`config.mk`:
```
export PLATFORM = sky130hd
export DESIGN_NAME = ppwm_queue
export DESIGN_NICKNAME = d
export VERILOG_FILES = /design/src/hdl/ppwm_pkg.sv /design/src/hdl/ppwm_queue.sv
export SDC_FILE = /design/constraint.sdc
export NUM_CORES = 1
export LEC_CHECK = 0
export ABC_AREA = 1
export BUFFER_PORTS_ARGS = -buffer_cell sky130_fd_sc_hd__buf_2
export CORE_MARGIN = 3
export CORE_UTILIZATION = 62
export CTS_CLUSTER_DIAMETER = 40
export DETAILED_ROUTE_END_ITERATION = 12
export MAX_ROUTING_LAYER = met4
export PLACE_DENSITY_LB_ADDON = 0.12
export SLEW_MARGIN = 20
export SYNTH_ARGS = -nofsm -noshare
export SYNTH_HDL_FRONTEND = slang
export SYNTH_SLANG_ARGS = --single-unit
```
`constraint.sdc`:
```
create_clock -name clock -period 8.9 [get_ports clock]
set_input_delay 0.89 -clock clock [delete_from_list [all_inputs] [get_ports clock]]
set_output_delay 0.89 -clock clock [all_outputs]
set_load 0.02 [all_outputs]
```
`src/hdl/ppwm_pkg.sv`:
```
// ----------------------------------------------------------------------------
// ppwm_pkg
// Shared widths, register indexes, reset values and types for the PID
// position to PWM duty controller.
// ----------------------------------------------------------------------------
package ppwm_pkg;

   localparam int GAIN_W      = 24;
   localparam int POS_W       = 32;
   localparam int ERR_W       = 34;
   localparam int DLT_W       = 35;
   localparam int PTERM_W     = 59;
   localparam int DTERM_W     = 60;
   localparam int ITERM_W     = 59;
   localparam int PD_W        = 61;
   localparam int ACC_W       = 64;
   localparam int DRIVE_OUT_W = 10;
   localparam int DUTY_W      = 7;
   localparam int PCT_SCALE   = 100;
   localparam int RECIP_SHIFT = 32;
   localparam int CSR_IDX_W   = 2;

   localparam int DEF_GAIN_FRAC_BITS = 20;
   localparam int DEF_OUTPUT_MAX     = 999;
   localparam int DEF_QUEUE_DEPTH    = 4;

   localparam logic [CSR_IDX_W-1:0] CSR_PROP_GAIN  = 2'd0;
   localparam logic [CSR_IDX_W-1:0] CSR_INTEG_GAIN = 2'd1;
   localparam logic [CSR_IDX_W-1:0] CSR_DERIV_GAIN = 2'd2;

   localparam logic [GAIN_W-1:0] PROP_GAIN_RST  = 24'd104858;
   localparam logic [GAIN_W-1:0] INTEG_GAIN_RST = 24'd10486;
   localparam logic [GAIN_W-1:0] DERIV_GAIN_RST = 24'd1049;

   typedef struct packed {
      logic [GAIN_W-1:0] prop;
      logic [GAIN_W-1:0] integ;
      logic [GAIN_W-1:0] deriv;
   } ppwm_gains_type;

   // proportional plus derivative sum, and integral increment
   typedef struct packed {
      logic signed [PD_W-1:0]    pd_sum;
      logic signed [ITERM_W-1:0] i_term;
   } ppwm_entry_type;

endpackage

```
`src/hdl/ppwm_queue.sv`:
```
// ----------------------------------------------------------------------------
// ppwm_queue
// Small FIFO between the front and back parts.
// ----------------------------------------------------------------------------
module ppwm_queue #(
   parameter int QUEUE_DEPTH = ppwm_pkg::DEF_QUEUE_DEPTH
) (
   input  logic                                clock,
   input  logic                                reset,
   input  logic                                push,
   input  ppwm_pkg::ppwm_entry_type            push_entry,
   input  logic                                pop,
   output ppwm_pkg::ppwm_entry_type            head_entry,
   output logic [$clog2(QUEUE_DEPTH+1)-1:0]    q_count
);
   import ppwm_pkg::*;

   localparam int PTR_W = $clog2(QUEUE_DEPTH);
   localparam int CNT_W = $clog2(QUEUE_DEPTH + 1);

   ppwm_entry_type     entry_ff [QUEUE_DEPTH];
   logic [PTR_W-1:0]   wr_ptr_ff;
   logic [PTR_W-1:0]   rd_ptr_ff;
   logic [CNT_W-1:0]   count_ff;
   logic [PTR_W-1:0]   wr_ptr_in;
   logic [PTR_W-1:0]   rd_ptr_in;
   logic [CNT_W-1:0]   count_in;

   always_comb begin
      wr_ptr_in = wr_ptr_ff;
      rd_ptr_in = rd_ptr_ff;
      count_in  = count_ff;
      if (push) begin
         wr_ptr_in = (wr_ptr_ff == PTR_W'(QUEUE_DEPTH - 1)) ? '0 : wr_ptr_ff + PTR_W'(1);
      end
      if (pop) begin
         rd_ptr_in = (rd_ptr_ff == PTR_W'(QUEUE_DEPTH - 1)) ? '0 : rd_ptr_ff + PTR_W'(1);
      end
      if (push && !pop) begin
         count_in = count_ff + CNT_W'(1);
      end else if (pop && !push) begin
         count_in = count_ff - CNT_W'(1);
      end
   end

   always_ff @(posedge clock) begin
      if (reset) begin
         wr_ptr_ff <= '0;
         rd_ptr_ff <= '0;
         count_ff  <= '0;
      end else begin
         wr_ptr_ff <= wr_ptr_in;
         rd_ptr_ff <= rd_ptr_in;
         count_ff  <= count_in;
      end
      if (push) begin
         entry_ff[wr_ptr_ff] <= push_entry;
      end
   end

   assign head_entry = entry_ff[rd_ptr_ff];
   assign q_count    = count_ff;

endmodule

```
After elaboration in Yosys (flattened, before gate mapping):

Memories as Yosys holds them, arrays and structs flattened. A register that Yosys moved wholly into a read port is not among the register bits.
Index checks and enable logic that the tools add are counted.

* flip-flop bits (word level): 7
* bits in writable memories: 480
* bits of input ports: 124
* output and inout bits: 123
* logic and storage cells: 23
* memories kept: 1

* add/sub/neg operators: 4
* equality and inequality tests: 2
* multiplexer cells: 8
* reductions and logical operators: 5

Memories
* entry_ff: depth 4, bits a word 120, rd ports 1, clocked after memory_dff 1, write ports 1, RTL line ppwm_queue.sv:21 `ppwm_entry_type entry_ff [QUEUE_DEPTH];`

Operators by type and width (number)
* 2-bit 2-to-1 mux: 4
* 3-bit 2-to-1 mux: 2
* 2-bit by 1-bit adder with 2-bit output, second input constant: 2
* 2-bit equality test, second input constant: 2
* 3-bit by 1-bit adder with 3-bit output, second input constant: 1
* 3-bit by 1-bit subtractor with 3-bit output, second input constant: 1
* 1-bit logical AND: 2
* 1-bit zero test: 2
* 1-bit 2-to-1 mux: 2
* 2-bit nonzero test: 1

Depth between registers and ports, before layout:

* depth after elaboration: 4
* mapped depth: 10
* depth with buffers taken out: 10

Least setup slack after synthesis:

No wires, ideal clock.

* path type: input-to-reg
* start point: input port push
* end point: memory entry_ff[3][0] (netlist name) (enable)
* library setup time: 0.473 ns
* arrival time: 3.240 ns
* required time: 8.427 ns
* setup slack: 5.187 ns
* stages: 2
* buffers on the path: 0
* path through: nand2_1 -> inv_1

* word-level cells in the longest chain between the ends: 2

Ends and longest elaborated chain
* start: declaration: RTL line ppwm_queue.sv:10 `input logic push,`
* 1-bit 2-to-1 mux: RTL line ppwm_queue.sv:56 `if (push) begin`
* 1-bit 2-to-1 mux (implied by the code): RTL line ppwm_queue.sv:57 `entry_ff[wr_ptr_ff] <= push_entry;`
* end: declaration: RTL line ppwm_queue.sv:21

Every way passes these cells.

==> results.py <==
metrics = {
    "synth": {
        "synth_top_area_share_pct": 77.8,
        "synthesis.area_per_instance_um2": 15.2,
        "ys_seq_elements": 489,
        "synth_cell_type_count": 24,
        "synthCells": 1217,
        "yosys-top-cells-area": "edfxtp_1 (78%), nor2_1 (4.6%), o21ai_0 (4.4%), o22ai_1 (3.4%), o21ai_1 (2.2%)",
        "synth.net_count": 1348,
        "ys_seq_area_share_pct": 78.8,
        "synth.largest_area_cell": "edfxtp_1",
        "yosys_warnings": 0,
        "synth_area_um2": 18500,
    },
    "flow_run": {
        "maxCapViolations": 0,
    },
    "cells_and_area": {
        "stdcell_area_um2": 21400,
        "syn_to_final_growth_pct": 15.6,
        "nNetsFinal": 1577,
        "utilization_pct": 73.6,
        "drive_gt1_share_pct": 25.0,
    },
    "clocking": {
        "cts_tree": "yes",
        "cts_hold_buffers": 0,
        "post-cts-setup-buffer-count": 0,
        "ctsRootBufferMaster": "clkbuf_16",
        "clk_pin_slew_ns": 0.06,
        "h-tree-depth": 2,
        "numCtsBuffers": 50,
        "post_cts.resized_instances": 0,
        "clock_sinks": 489,
        "cts_buffer_depth": 3,
        "clk_latency_ns": 0.54,
    },
    "critical_path": {
        "worstSetupPathType": "flip-flop to primary output",
        "cp.arrival_ns": 3.32,
        "cp_max_fo": 153,
        "required_ns": 8.01,
        "start_kind": "flip-flop",
        "setup.worst_path.end_class": "primary output",
        "rrSetupSlack_ns": 6.26,
    },
    "placement": {
        "io_buffer_count": 246,
        "placed_area_um2": 19800,
        "dp_slack_ns": 5.29,
        "dpl.hpwl_um": 19800,
        "place.gp.congestion": 0.727,
    },
    "die": {
        "die_w_um": 179,
        "dieArea_um2": 32000,
        "start_util_pct": 63.7,
        "die_height_um": 179,
        "core.rowCount": 62,
        "num_io_pins": 247,
        "core_area_um2": 29100,
    },
    "sta": {
        "layout_setup_ws_ns": 4.69,
        "fin_setup_tns_ns": 0,
        "period_minus_slack_ns": 4.21,
        "fmax_mhz": 237,
        "drv_slew": 0,
        "setup_viol": 0,
        "fin_skew_ns": 0.0116,
        "period_share_pct": 47.3,
        "max_slew.worst_pin.slew_ns": 1.06,
        "slew_headroom_pct": 29.2,
        "rsz0062_at_grt": "no",
        "hold_viol_final": 0,
    },
    "global_routing": {
        "grt_pass1_wl_um": 56100,
        "grt_overflow": 0,
        "antenna_found_initial": 9,
        "grt_max_degree": 154,
        "grt.total_usage_pct": 23.5,
        "grt_pass1_vias": 10400,
    },
    "routing": {
        "drc": 0,
        "wl_um": 37100,
        "vias": 10700,
        "drt-pass1-iter-count": 7,
        "wl_per_cell_um": 19.7,
        "viasPerCell": 5.69,
        "drtIter0Drc": 941,
        "antenna_left": 0,
    },
    "pwr": {
        "total_power_mw": 5.17,
        "max-vdd-ir-drop_mv": 0.213,
        "p_per_area_nw_per_um2": 241,
        "power.leakage_nw": 7.44,
    },
    "outcome": {
        "outcome": "completed",
    },
    "hold_path": {
        "hold_path_class": "flip-flop to flip-flop",
    },
}
-- cells in the mapped netlist, drive strengths merged --
library cell	n
dfxtp	9
nand3	1
o21ai	243
a21oi	3
ha	6
edfxtp	480
nor3	2
nor2	248
buf	42
o22ai	120
inv	16
xor2	1
clkbuf	36
fa	1
nand4	1
nand2	8
-- layer usage --
layer	global-route usage, %	up-vias	part of all wire (%)
li1	-	5088	-
met1	31.1	5211	41
met2	37.0	348	49
met3	5.68	54	8.2
met4	6.36	0	1.6
met5	-	-	0
-- worst max-delay path, cell delays in order (launching register included) --
cell and delay (ns):
dfxtp_4 0.45, inv_8 0.75, buf_4 0.84, o21ai_1 0.18, o22ai_1 0.21, buf_2 0.21
-- per-stage QoR --
| stage | hold slack [ns] | cells |
|---|---|---|
| finish | 0.525 | 1881 |
| global route | 0.543 | 1879 |
| CTS | 0.525 | 1870 |
| detailed placement | 0.520 | 1778 |
| global placement | 0.511 | 1778 |
| floorplan | 0.490 | 1217 |
-- flip-flops by register name, indices dropped and copies added (netlist names), named ones only --
name,flops
entry_ff,480
q_count,3
rd_ptr_ff,2
wr_ptr_ff,2
-- cells in the final DEF, fill, tap and decap left out, types with 3 or more instances in the layout --
cell	n
nor2_1	228
nor2_4	20
clkinvlp_4	5
o21ai_0	163
o22ai_1	100
clkinv_1	9
diode_2	11
o22ai_2	20
clkinv_4	3
clkbuf_1	15
clkbuf_16	53
clkinv_2	4
buf_2	246
dfxtp_1	7
nand2_1	8
inv_4	4
inv_1	10
o21ai_1	80
ha_1	6
buf_4	7
a21oi_1	3
edfxtp_1	480
-- area by class of cell --
| class | count | area (µm²) |
|---|---|---|
| Antenna cell | 11 | 27.5 |
| Clock buffer | 68 | 1380 |
| Clock inverter | 24 | 190 |
| Fill cell | 1840 | 7680 |
| Inverter | 16 | 78.8 |
| Multi-Input combinational cell | 634 | 3340 |
| Sequential cell | 489 | 14600 |
| Tap cell | 384 | 480 |
| Timing Repair Buffer | 255 | 1310 |
-- power by group --
part	switching (mW)	total, mW	internal, mW	leakage, nW
combinational	0.383	0.541	0.158	2.21
sequential	0.0305	2.67	2.63	4.48
clock	0.814	1.96	1.15	0.747
-- kinds of logic (layout without fill, tap and decap cells) --
logic type	Yosys count	after routing	synth area share (%)
DFF	489	489	78.8
AOI/OAI and AO/OA	366	366	11.4
and+or+nand+nor	260	260	6.12
buffers and inverters	94	363	3.13
adders and majority gates	7	7	0.514
xor gates and xnor gates	1	1	0.0473
other	0	11	0
-- final timing paths --
kind,startpoint,endpoint,cells past startpoint
setup reg to reg,wr_ptr_ff[0]$_SDFFE_PP0P_,entry_ff[3][7]$_DFFE_PP_,4
setup / recovery,flip-flop,head_entry[77],5
hold / removal,rd_ptr_ff[1]$_SDFFE_PP0P_,flip-flop,2
hold reg to reg,rd_ptr_ff[1]$_SDFFE_PP0P_,flip-flop,2
(Power assumes the default switching activity.)
