$ cat src/hdl/ppwm_pkg.sv
// ----------------------------------------------------------------------------
// ppwm_pkg
// Shared widths, register indexes, reset values and types for the PID
// position to PWM duty controller.
// ----------------------------------------------------------------------------
package ppwm_pkg;

   localparam int GAIN_W      = 24;
   localparam int POS_W       = 32;
   localparam int ERR_W       = 34;
   localparam int DLT_W       = 35;
   localparam int PTERM_W     = 59;
   localparam int DTERM_W     = 60;
   localparam int ITERM_W     = 59;
   localparam int PD_W        = 61;
   localparam int ACC_W       = 64;
   localparam int DRIVE_OUT_W = 10;
   localparam int DUTY_W      = 7;
   localparam int PCT_SCALE   = 100;
   localparam int RECIP_SHIFT = 32;
   localparam int CSR_IDX_W   = 2;

   localparam int DEF_GAIN_FRAC_BITS = 20;
   localparam int DEF_OUTPUT_MAX     = 999;
   localparam int DEF_QUEUE_DEPTH    = 4;

   localparam logic [CSR_IDX_W-1:0] CSR_PROP_GAIN  = 2'd0;
   localparam logic [CSR_IDX_W-1:0] CSR_INTEG_GAIN = 2'd1;
   localparam logic [CSR_IDX_W-1:0] CSR_DERIV_GAIN = 2'd2;

   localparam logic [GAIN_W-1:0] PROP_GAIN_RST  = 24'd104858;
   localparam logic [GAIN_W-1:0] INTEG_GAIN_RST = 24'd10486;
   localparam logic [GAIN_W-1:0] DERIV_GAIN_RST = 24'd1049;

   typedef struct packed {
      logic [GAIN_W-1:0] prop;
      logic [GAIN_W-1:0] integ;
      logic [GAIN_W-1:0] deriv;
   } ppwm_gains_type;

   // proportional plus derivative sum, and integral increment
   typedef struct packed {
      logic signed [PD_W-1:0]    pd_sum;
      logic signed [ITERM_W-1:0] i_term;
   } ppwm_entry_type;

endpackage

$ cat src/hdl/ppwm_back.sv
// ----------------------------------------------------------------------------
// ppwm_back
// Adds the integral, clamps to a drive level, scales it to a duty percentage
// and updates the integral. Three stages, the last being the output register.
// ----------------------------------------------------------------------------
module ppwm_back #(
   parameter int GAIN_FRAC_BITS = ppwm_pkg::DEF_GAIN_FRAC_BITS,
   parameter int OUTPUT_MAX     = ppwm_pkg::DEF_OUTPUT_MAX,
   parameter int QUEUE_DEPTH    = ppwm_pkg::DEF_QUEUE_DEPTH
) (
   input  logic                                    clock,
   input  logic                                    reset,
   input  ppwm_pkg::ppwm_entry_type                head_entry,
   input  logic [$clog2(QUEUE_DEPTH+1)-1:0]        q_count,
   output logic                                    pop,
   output logic                                    rsp_valid,
   input  logic                                    rsp_ready,
   output logic [ppwm_pkg::DRIVE_OUT_W-1:0]        rsp_drive_level,
   output logic [ppwm_pkg::DUTY_W-1:0]             rsp_duty_percent
);
   import ppwm_pkg::*;

   localparam int DRIVE_W = $clog2(OUTPUT_MAX + 1);
   localparam int HI_W    = ACC_W - GAIN_FRAC_BITS;
   localparam logic [63:0] RECIP_K =
      64'(PCT_SCALE) * ((64'd1 << RECIP_SHIFT) / 64'(OUTPUT_MAX));
   localparam int K_W    = $clog2(RECIP_K + 1);
   localparam int PROD_W = DRIVE_W + K_W;
   localparam int X_W    = DRIVE_W + DUTY_W;

   logic                      s1_ready;
   logic                      s2_ready;
   logic                      s3_ready;
   logic signed [ACC_W:0]     sum_wide;
   logic signed [ACC_W:0]     acc_wide;
   logic signed [ACC_W-1:0]   sum_sat;
   logic signed [ACC_W-1:0]   integ_in;
   logic [HI_W-1:0]           sum_hi;
   logic [DRIVE_W-1:0]        drive_in;
   logic [DUTY_W-1:0]         q0;
   logic [X_W-1:0]            scaled;
   logic [X_W-1:0]            back_mul;
   logic [X_W-1:0]            remainder;
   logic [DUTY_W-1:0]         duty_in;

   logic signed [ACC_W-1:0]   integ_ff;
   logic                      b1_v_ff;
   logic [DRIVE_W-1:0]        b1_drive_ff;
   logic                      b2_v_ff;
   logic [DRIVE_W-1:0]        b2_drive_ff;
   logic [PROD_W-1:0]         b2_prod_ff;
   logic                      rsp_valid_ff;
   logic [DRIVE_OUT_W-1:0]    rsp_drive_ff;
   logic [DUTY_W-1:0]         rsp_duty_ff;

   assign s3_ready = !rsp_valid_ff || rsp_ready;
   assign s2_ready = !b2_v_ff || s3_ready;
   assign s1_ready = !b1_v_ff || s2_ready;
   assign pop      = (q_count != '0) && s1_ready;

   always_comb begin
      sum_wide = {integ_ff[ACC_W-1], integ_ff}
               + {{(ACC_W+1-PD_W){head_entry.pd_sum[PD_W-1]}}, head_entry.pd_sum};
      acc_wide = {integ_ff[ACC_W-1], integ_ff}
               + {{(ACC_W+1-ITERM_W){head_entry.i_term[ITERM_W-1]}}, head_entry.i_term};
      // saturate at the signed 64-bit limits
      if (sum_wide[ACC_W] != sum_wide[ACC_W-1]) begin
         sum_sat = sum_wide[ACC_W] ? {1'b1, {(ACC_W-1){1'b0}}} : {1'b0, {(ACC_W-1){1'b1}}};
      end else begin
         sum_sat = sum_wide[ACC_W-1:0];
      end
      if (acc_wide[ACC_W] != acc_wide[ACC_W-1]) begin
         integ_in = acc_wide[ACC_W] ? {1'b1, {(ACC_W-1){1'b0}}} : {1'b0, {(ACC_W-1){1'b1}}};
      end else begin
         integ_in = acc_wide[ACC_W-1:0];
      end
      sum_hi = sum_sat[ACC_W-1:GAIN_FRAC_BITS];
      if (sum_sat[ACC_W-1]) begin
         drive_in = '0;
      end else if (sum_hi > HI_W'(OUTPUT_MAX)) begin
         drive_in = DRIVE_W'(OUTPUT_MAX);
      end else begin
         drive_in = DRIVE_W'(sum_hi);
      end
   end

   // reciprocal estimate is low by at most one; one compare corrects it
   always_comb begin
      q0        = DUTY_W'(b2_prod_ff >> RECIP_SHIFT);
      scaled    = X_W'(b2_drive_ff) * X_W'(PCT_SCALE);
      back_mul  = X_W'(q0) * X_W'(OUTPUT_MAX);
      remainder = scaled - back_mul;
      duty_in   = (remainder >= X_W'(OUTPUT_MAX)) ? q0 + DUTY_W'(1) : q0;
   end

   always_ff @(posedge clock) begin
      if (reset) begin
         integ_ff     <= '0;
         b1_v_ff      <= 1'b0;
         b2_v_ff      <= 1'b0;
         rsp_valid_ff <= 1'b0;
      end else begin
         if (pop) begin
            integ_ff <= integ_in;
         end
         if (s1_ready) begin
            b1_v_ff <= pop;
         end
         if (s2_ready) begin
            b2_v_ff <= b1_v_ff;
         end
         if (s3_ready) begin
            rsp_valid_ff <= b2_v_ff;
         end
      end
      if (pop) begin
         b1_drive_ff <= drive_in;
      end
      if (s2_ready && b1_v_ff) begin
         b2_drive_ff <= b1_drive_ff;
         b2_prod_ff  <= PROD_W'(b1_drive_ff) * PROD_W'(RECIP_K);
      end
      if (s3_ready && b2_v_ff) begin
         rsp_drive_ff <= DRIVE_OUT_W'(b2_drive_ff);
         rsp_duty_ff  <= duty_in;
      end
   end

   assign rsp_valid        = rsp_valid_ff;
   assign rsp_drive_level  = rsp_drive_ff;
   assign rsp_duty_percent = rsp_duty_ff;

endmodule

$ cat config.mk
export PLATFORM = sky130hd
export DESIGN_NAME = ppwm_back
export DESIGN_NICKNAME = d
export VERILOG_FILES = /design/src/hdl/ppwm_pkg.sv /design/src/hdl/ppwm_back.sv
export SDC_FILE = /design/constraint.sdc
export NUM_CORES = 1
export LEC_CHECK = 0
export BUFFER_PORTS_ARGS = -buffer_cell sky130_fd_sc_hd__buf_2
export CAP_MARGIN = 20
export CORE_MARGIN = 1.5
export CORE_UTILIZATION = 63
export CTS_CLUSTER_SIZE = 28
export DETAILED_ROUTE_END_ITERATION = 8
export PLACE_DENSITY = 0.85
export SETUP_SLACK_MARGIN = 0.5
export SYNTH_ARGS = -nofsm -noshare
export SYNTH_HDL_FRONTEND = slang
export SYNTH_SLANG_ARGS = --single-unit
$ cat constraint.sdc
create_clock -name clock -period 7.1 [get_ports clock]
set_input_delay 1.42 -clock clock [delete_from_list [all_inputs] [get_ports clock]]
set_output_delay 1.42 -clock clock [all_outputs]
set_load 0.05 [all_outputs]
# Word-level counts from Yosys, hierarchy flattened
# Cells that the tools add are included.
# totals
ff_bits	140
output_inout_bits	19
wordCells	38
inputBits	126
# classes
mux	6
n_addsub	4
n_eq_ne	2
n_mul	3
n_lt_le_gt_ge	2
reduce_logical	11
# ops
op	n
$mux W64	4
$add A64 B59 Y65	1
$add A64 B61 Y65	1
$gt A44 B10 Y1 const B	1
$mul A10 B26 Y36 const B	1
$ge A17 B10 Y1 const B	1
$mul A7 B10 Y17 const B	1
$sub A17 B17 Y17	1
$mul A10 B5 Y15 const B	1
$mux W10	1
$add A7 B1 Y7 const B	1
$mux W7	1
$logic_and A1 B1 Y1	3
$logic_not A1 Y1	3
$logic_or A1 B1 Y1	3
$reduce_bool A3 Y1	1
$ne A1 B1 Y1	2
$reduce_or A2 Y1	1

# Depth between registers and ports, before layout
# depth
word_depth	5
depth_mapped	26
depth_no_buf	26

# Least setup slack after synthesis
# No wires, ideal clock.
# synth_path
kind	register to register
start	register b2_drive_ff[2]
end	register rsp_duty_ff[1], in the netlist rsp_duty_percent[1] (data pin)
required_ps	6840
setup_time_ps	260
synth_period_minus_slack_ps	5946
stages_incl_launch_ff	24
arrival_time_ps	5686
path_slack_ps	1154
n_path_buf	0
path_cell_list	edfxtp_1 ha_1 ha_1 fa_1 ha_1 a21oi_1 o21ai_0 a21oi_1 o21ai_0 a21oi_1 o21bai_1 a21oi_1 xor2_1 fa_1 ha_1 xor2_1 xnor2_1 and3_1 a211oi_1 o211ai_1 or2_2 a2111oi_0 o211ai_1 mux2_2
# synth_between
elab_chain_len	4
# synth_lines
item	line	rtl
start: declaration	ppwm_back.sv:50	logic [DRIVE_W-1:0] b2_drive_ff;
start signal: assignment	ppwm_back.sv:120	b2_drive_ff <= b1_drive_ff;
$mul A10 B5 Y15	ppwm_back.sv:90	scaled = X_W'(b2_drive_ff) * X_W'(PCT_SCALE);
$sub A17 B17 Y17	ppwm_back.sv:92	remainder = scaled - back_mul;
$ge A17 B10 Y1	ppwm_back.sv:93	duty_in = (remainder >= X_W'(OUTPUT_MAX)) ? q0 + DUTY_W'(1) : q0;
$mux W7	ppwm_back.sv:93	
net duty_in[1]	ppwm_back.sv:44	logic [DUTY_W-1:0] duty_in;
end signal: assignment	ppwm_back.sv:125	rsp_duty_ff <= duty_in;
end: declaration	ppwm_back.sv:54	logic [DUTY_W-1:0] rsp_duty_ff;
# The timed path passes the listed nets, and every way through them passes these cells.
# A chain may end at the register's enable or synchronous reset.

# Worst setup path after layout
# layout_path
start	register b2_drive_ff[3]
end	register rsp_duty_ff[1], in the netlist rsp_duty_percent[1] (data pin)
# The elaborated chain is that of the path after synthesis.

==> summary.md <==
| Metric | Value |
|---|---|
| Max-slew headroom | `27.7%` |
| CP required | `7.22 ns` |
| Fill count | `2275` |
| Busiest grt layer | `met2` |
| CP endpoint kind | `flip-flop` |
| Root Buffer | `clkbuf_16` |
| Most frequent cells in the layout | `322 x ha_1, 194 x inv_1, 188 x a21oi_1` |
| CP max FO | `7` |
| Reg-to-reg startpoint | `b2_drive_ff[3]$_DFFE_PP_` |
| Mapped cell area | `0.0176 mm2` |
| Clock Latency Late Sink | `0.38 ns` |
| Yosys reg bits | `111` |
| IO Pins | `145` |
| Drt first pass iters | `5` |
| Outcome | `completed` |
| DR WL/cell | `18.8 um` |
| Worst hold path type | `reg -> reg` |
| Footprint of the multi-input gates | `0.0139 mm2` |
| Commonest non-fill, non-tap cell in the layout | `ha_1` |
| Post-DP HPWL | `39900 um` |
| Startpoint Class | `flip-flop` |
| RSZ-0062 raised after global routing | `no` |
| Die X-Extent | `170 um` |
| Distinct cell type count after synthesis | `94` |
| Data arrival, critical path | `6.52 ns` |
| Total clock sinks | `111` |
| Final Hold Vio Count | `0` |
| Residual DRC | `0` |
| CTS buffer count | `9` |
| Clock tree buffer depth | `2` |
| Fin crit period | `6.40 ns` |
| Core area | `0.0276 mm2` |
| Post-Synthesis Cells | `2122` |
| Reg2reg path depth | `23` |
| Gr ovfl total | `0` |
| Met1 GRT Util | `43.5%` |
| CTS hold repair buffers | `0` |
| Hold depth | `2` |
| Grt met2 use | `55.3%` |
| Number of flops mapped to enable cells by yosys | `44` |
| Final Net Count | `2731` |
| Vias per inst | `6.36` |
| Post-synthesis async set-or-reset flop share | `0%` |
| Min-Delay Startpoint | `b1_v_ff$_SDFFE_PP0P_` |
| DR vias | `16500` |
| Worst slew pin tran | `1.09 ns` |
| Final period util | `90.1%` |
| Site row count | `61` |
| R2R Setup Slk | `0.70 ns` |
| Post-synthesis sequential area ratio | `15.1%` |
| RR Endpoint | `rsp_duty_percent[1]$_DFFE_PP_` |
| Initial antenna violation count | `5` |
| Share of cells above drive strength 1 | `11.5%` |
| Die area | `0.0290 mm2` |
| Final setup fails | `0` |
| Syn avg cell area | `8.30 um2` |
| CTS H-tree lvls | `3` |
| Initial core utilization | `63.7%` |
| Vias in the first global route | `15800` |
| Clk pin slew, worst setup/hold paths | `0.09 ns` |
| Hold path endpoint | `b1_v_ff$_SDFFE_PP0P_` |
| GRT Resource Usage Total | `33.7%` |
| Sequential Area | `0.00266 mm2` |
| CTS tree | `yes` |
| First-pass GRT wire length | `77500 um` |
| Yosys warnings | `0` |
| Port buffer count | `144` |
| Die height | `170 um` |
| Clk_skew | `0.0170 ns` |
| Ys flop type | `dfxtp_1` |
| Crit Path Category | `reg -> reg` |
| Slew Limit Fails | `0` |
| Routed Antenna Nets | `0` |
| M3 GR Usage | `5.19%` |
| FMAX | `156 MHz` |
| DRT iter0 DRCs | `1221` |
| Routed wire length | `48900 um` |
| Area grow syn2layout | `7.37%` |
| Largest net degree at the start of global routing | `109` |
| Setup_tns | `0 ns` |
| Final Wtd Congestion | `0.962` |
| Net Count, Synth | `2640` |
| Max Cap Viol | `0` |
-- state kept, by name, summed over array words and instances (netlist names) --
name	flops
b2_prod_ff	7
rsp_drive_level	10
b2_v_ff	1
b1_drive_ff	10
b2_drive_ff	10
rsp_valid	1
b1_v_ff	1
rsp_duty_percent	7
integ_ff	64
-- final cells by class --
| cell class | instances | area share, % |
|---|---|---|
| timing repair buffer | 154 | 4.21 |
| multi-input combinational | 1742 | 73.6 |
| clock buffer | 9 | 1.19 |
| tap | 378 | 2.50 |
| sequential | 111 | 14.1 |
| clock inverter | 7 | 0.457 |
| inverter | 195 | 3.88 |
| antenna | 3 | 0.0397 |
-- cells by family after synthesis --
group	after synthesis	share of synthesized area (%)
AOI/OAI and AO/OA	645	24.1
buffers and inverters	269	6.02
adders and majority gates	434	33.5
and+or+nand+nor	539	15.0
DFF	111	15.1
xor gates and xnor gates	115	5.76
muxes	9	0.526
-- metal layers --
metal	wire, um	part of all wire (%)
met5	29	0.059
met4	2090	4.3
met3	3850	7.9
met2	22300	46
met1	20600	42
-- critical path: stages, from the launching register on --
cell	delay, ns
edfxtp_1	0.48
ha_1	0.33
ha_1	0.32
fa_1	0.47
ha_1	0.35
nor2b_1	0.16
o21ai_0	0.25
a21oi_1	0.13
o21ai_1	0.17
nand2_1	0.09
xnor2_1	0.19
ha_1	0.27
fa_1	0.48
fa_1	0.55
inv_1	0.04
ha_1	0.35
o21a_1	0.13
nor2_1	0.17
a21oi_1	0.09
a21o_1	0.23
and4_1	0.21
o211ai_1	0.18
buf_4	0.18
mux2_2	0.34
-- Yosys cell counts (all sizes together) (9+ instances only) --
| cell | count | share of area, % |
|---|---|---|
| o211ai | 15 | 0.67 |
| or3 | 12 | 0.45 |
| inv | 195 | 4.2 |
| xor2 | 43 | 2.2 |
| a21boi | 10 | 0.43 |
| nand4 | 31 | 1.1 |
| nand3 | 39 | 1.1 |
| a21o | 66 | 2.8 |
| dfxtp | 67 | 7.6 |
| edfxtp | 44 | 7.5 |
| nor3 | 49 | 1.5 |
| o21bai | 25 | 1.1 |
| o21a | 22 | 0.94 |
| maj3 | 42 | 2.6 |
| nand2 | 133 | 2.9 |
| and2 | 10 | 0.36 |
| a21oi | 193 | 5.5 |
| a31oi | 20 | 0.78 |
| buf | 23 | 0.77 |
| or2 | 12 | 0.43 |
| ha | 322 | 23 |
| nand2b | 24 | 0.85 |
| a211oi | 81 | 3.5 |
| o21ai | 122 | 3.5 |
| clkbuf | 51 | 1.1 |
| xnor2 | 72 | 3.6 |
| a311oi | 9 | 0.45 |
| and3 | 24 | 0.85 |
| o31a | 9 | 0.45 |
| nor2 | 157 | 3.4 |
| a221oi | 10 | 0.60 |
| fa | 70 | 8.0 |
| nor2b | 20 | 0.71 |
-- repair_timing --
action                                  4_1_cts  5_1_grt
resized for setup                             0        6
endpoints found under the setup margin        0        7
buffers inserted                              0        2
-- per-stage QoR --
| step | setup WS (ns) | cells | util (%) | area (um2) | hold WS [ns] |
|---|---|---|---|---|---|
| after global routing | 0.425 | 2599 | 68.4 | 18900 | 0.519 |
| after CTS | 0.526 | 2594 | 68.3 | 18900 | 0.488 |
| after floorplan | 1.15 | 2122 | - | 17600 | 0.446 |
| after detailed placement | 0.574 | 2578 | 67.2 | 18600 | 0.475 |
| after global placement | 0.864 | 2578 | 67.2 | 18600 | 0.458 |
| final | 0.703 | 2599 | 68.4 | 18900 | 0.485 |
-- how the worst max path moves through the flow --
stage	start	endpoint	slack, ns	cells after the start
finish	b2_drive_ff[3]$_DFFE_PP_	rsp_duty_percent[1]$_DFFE_PP_	0.70	23
global route	b2_drive_ff[2]$_DFFE_PP_	rsp_duty_percent[1]$_DFFE_PP_	0.43	22
detailed placement	b2_drive_ff[3]$_DFFE_PP_	rsp_duty_percent[1]$_DFFE_PP_	0.57	23
global placement	b2_drive_ff[3]$_DFFE_PP_	rsp_duty_percent[1]$_DFFE_PP_	0.86	23
CTS	b2_drive_ff[3]$_DFFE_PP_	rsp_duty_percent[1]$_DFFE_PP_	0.53	23
floorplan	b2_drive_ff[2]$_DFFE_PP_	rsp_duty_percent[1]$_DFFE_PP_	1.15	23
Power is not shown: default switching activity piles up to over one toggle a cycle in this logic, so the estimate is an artifact.
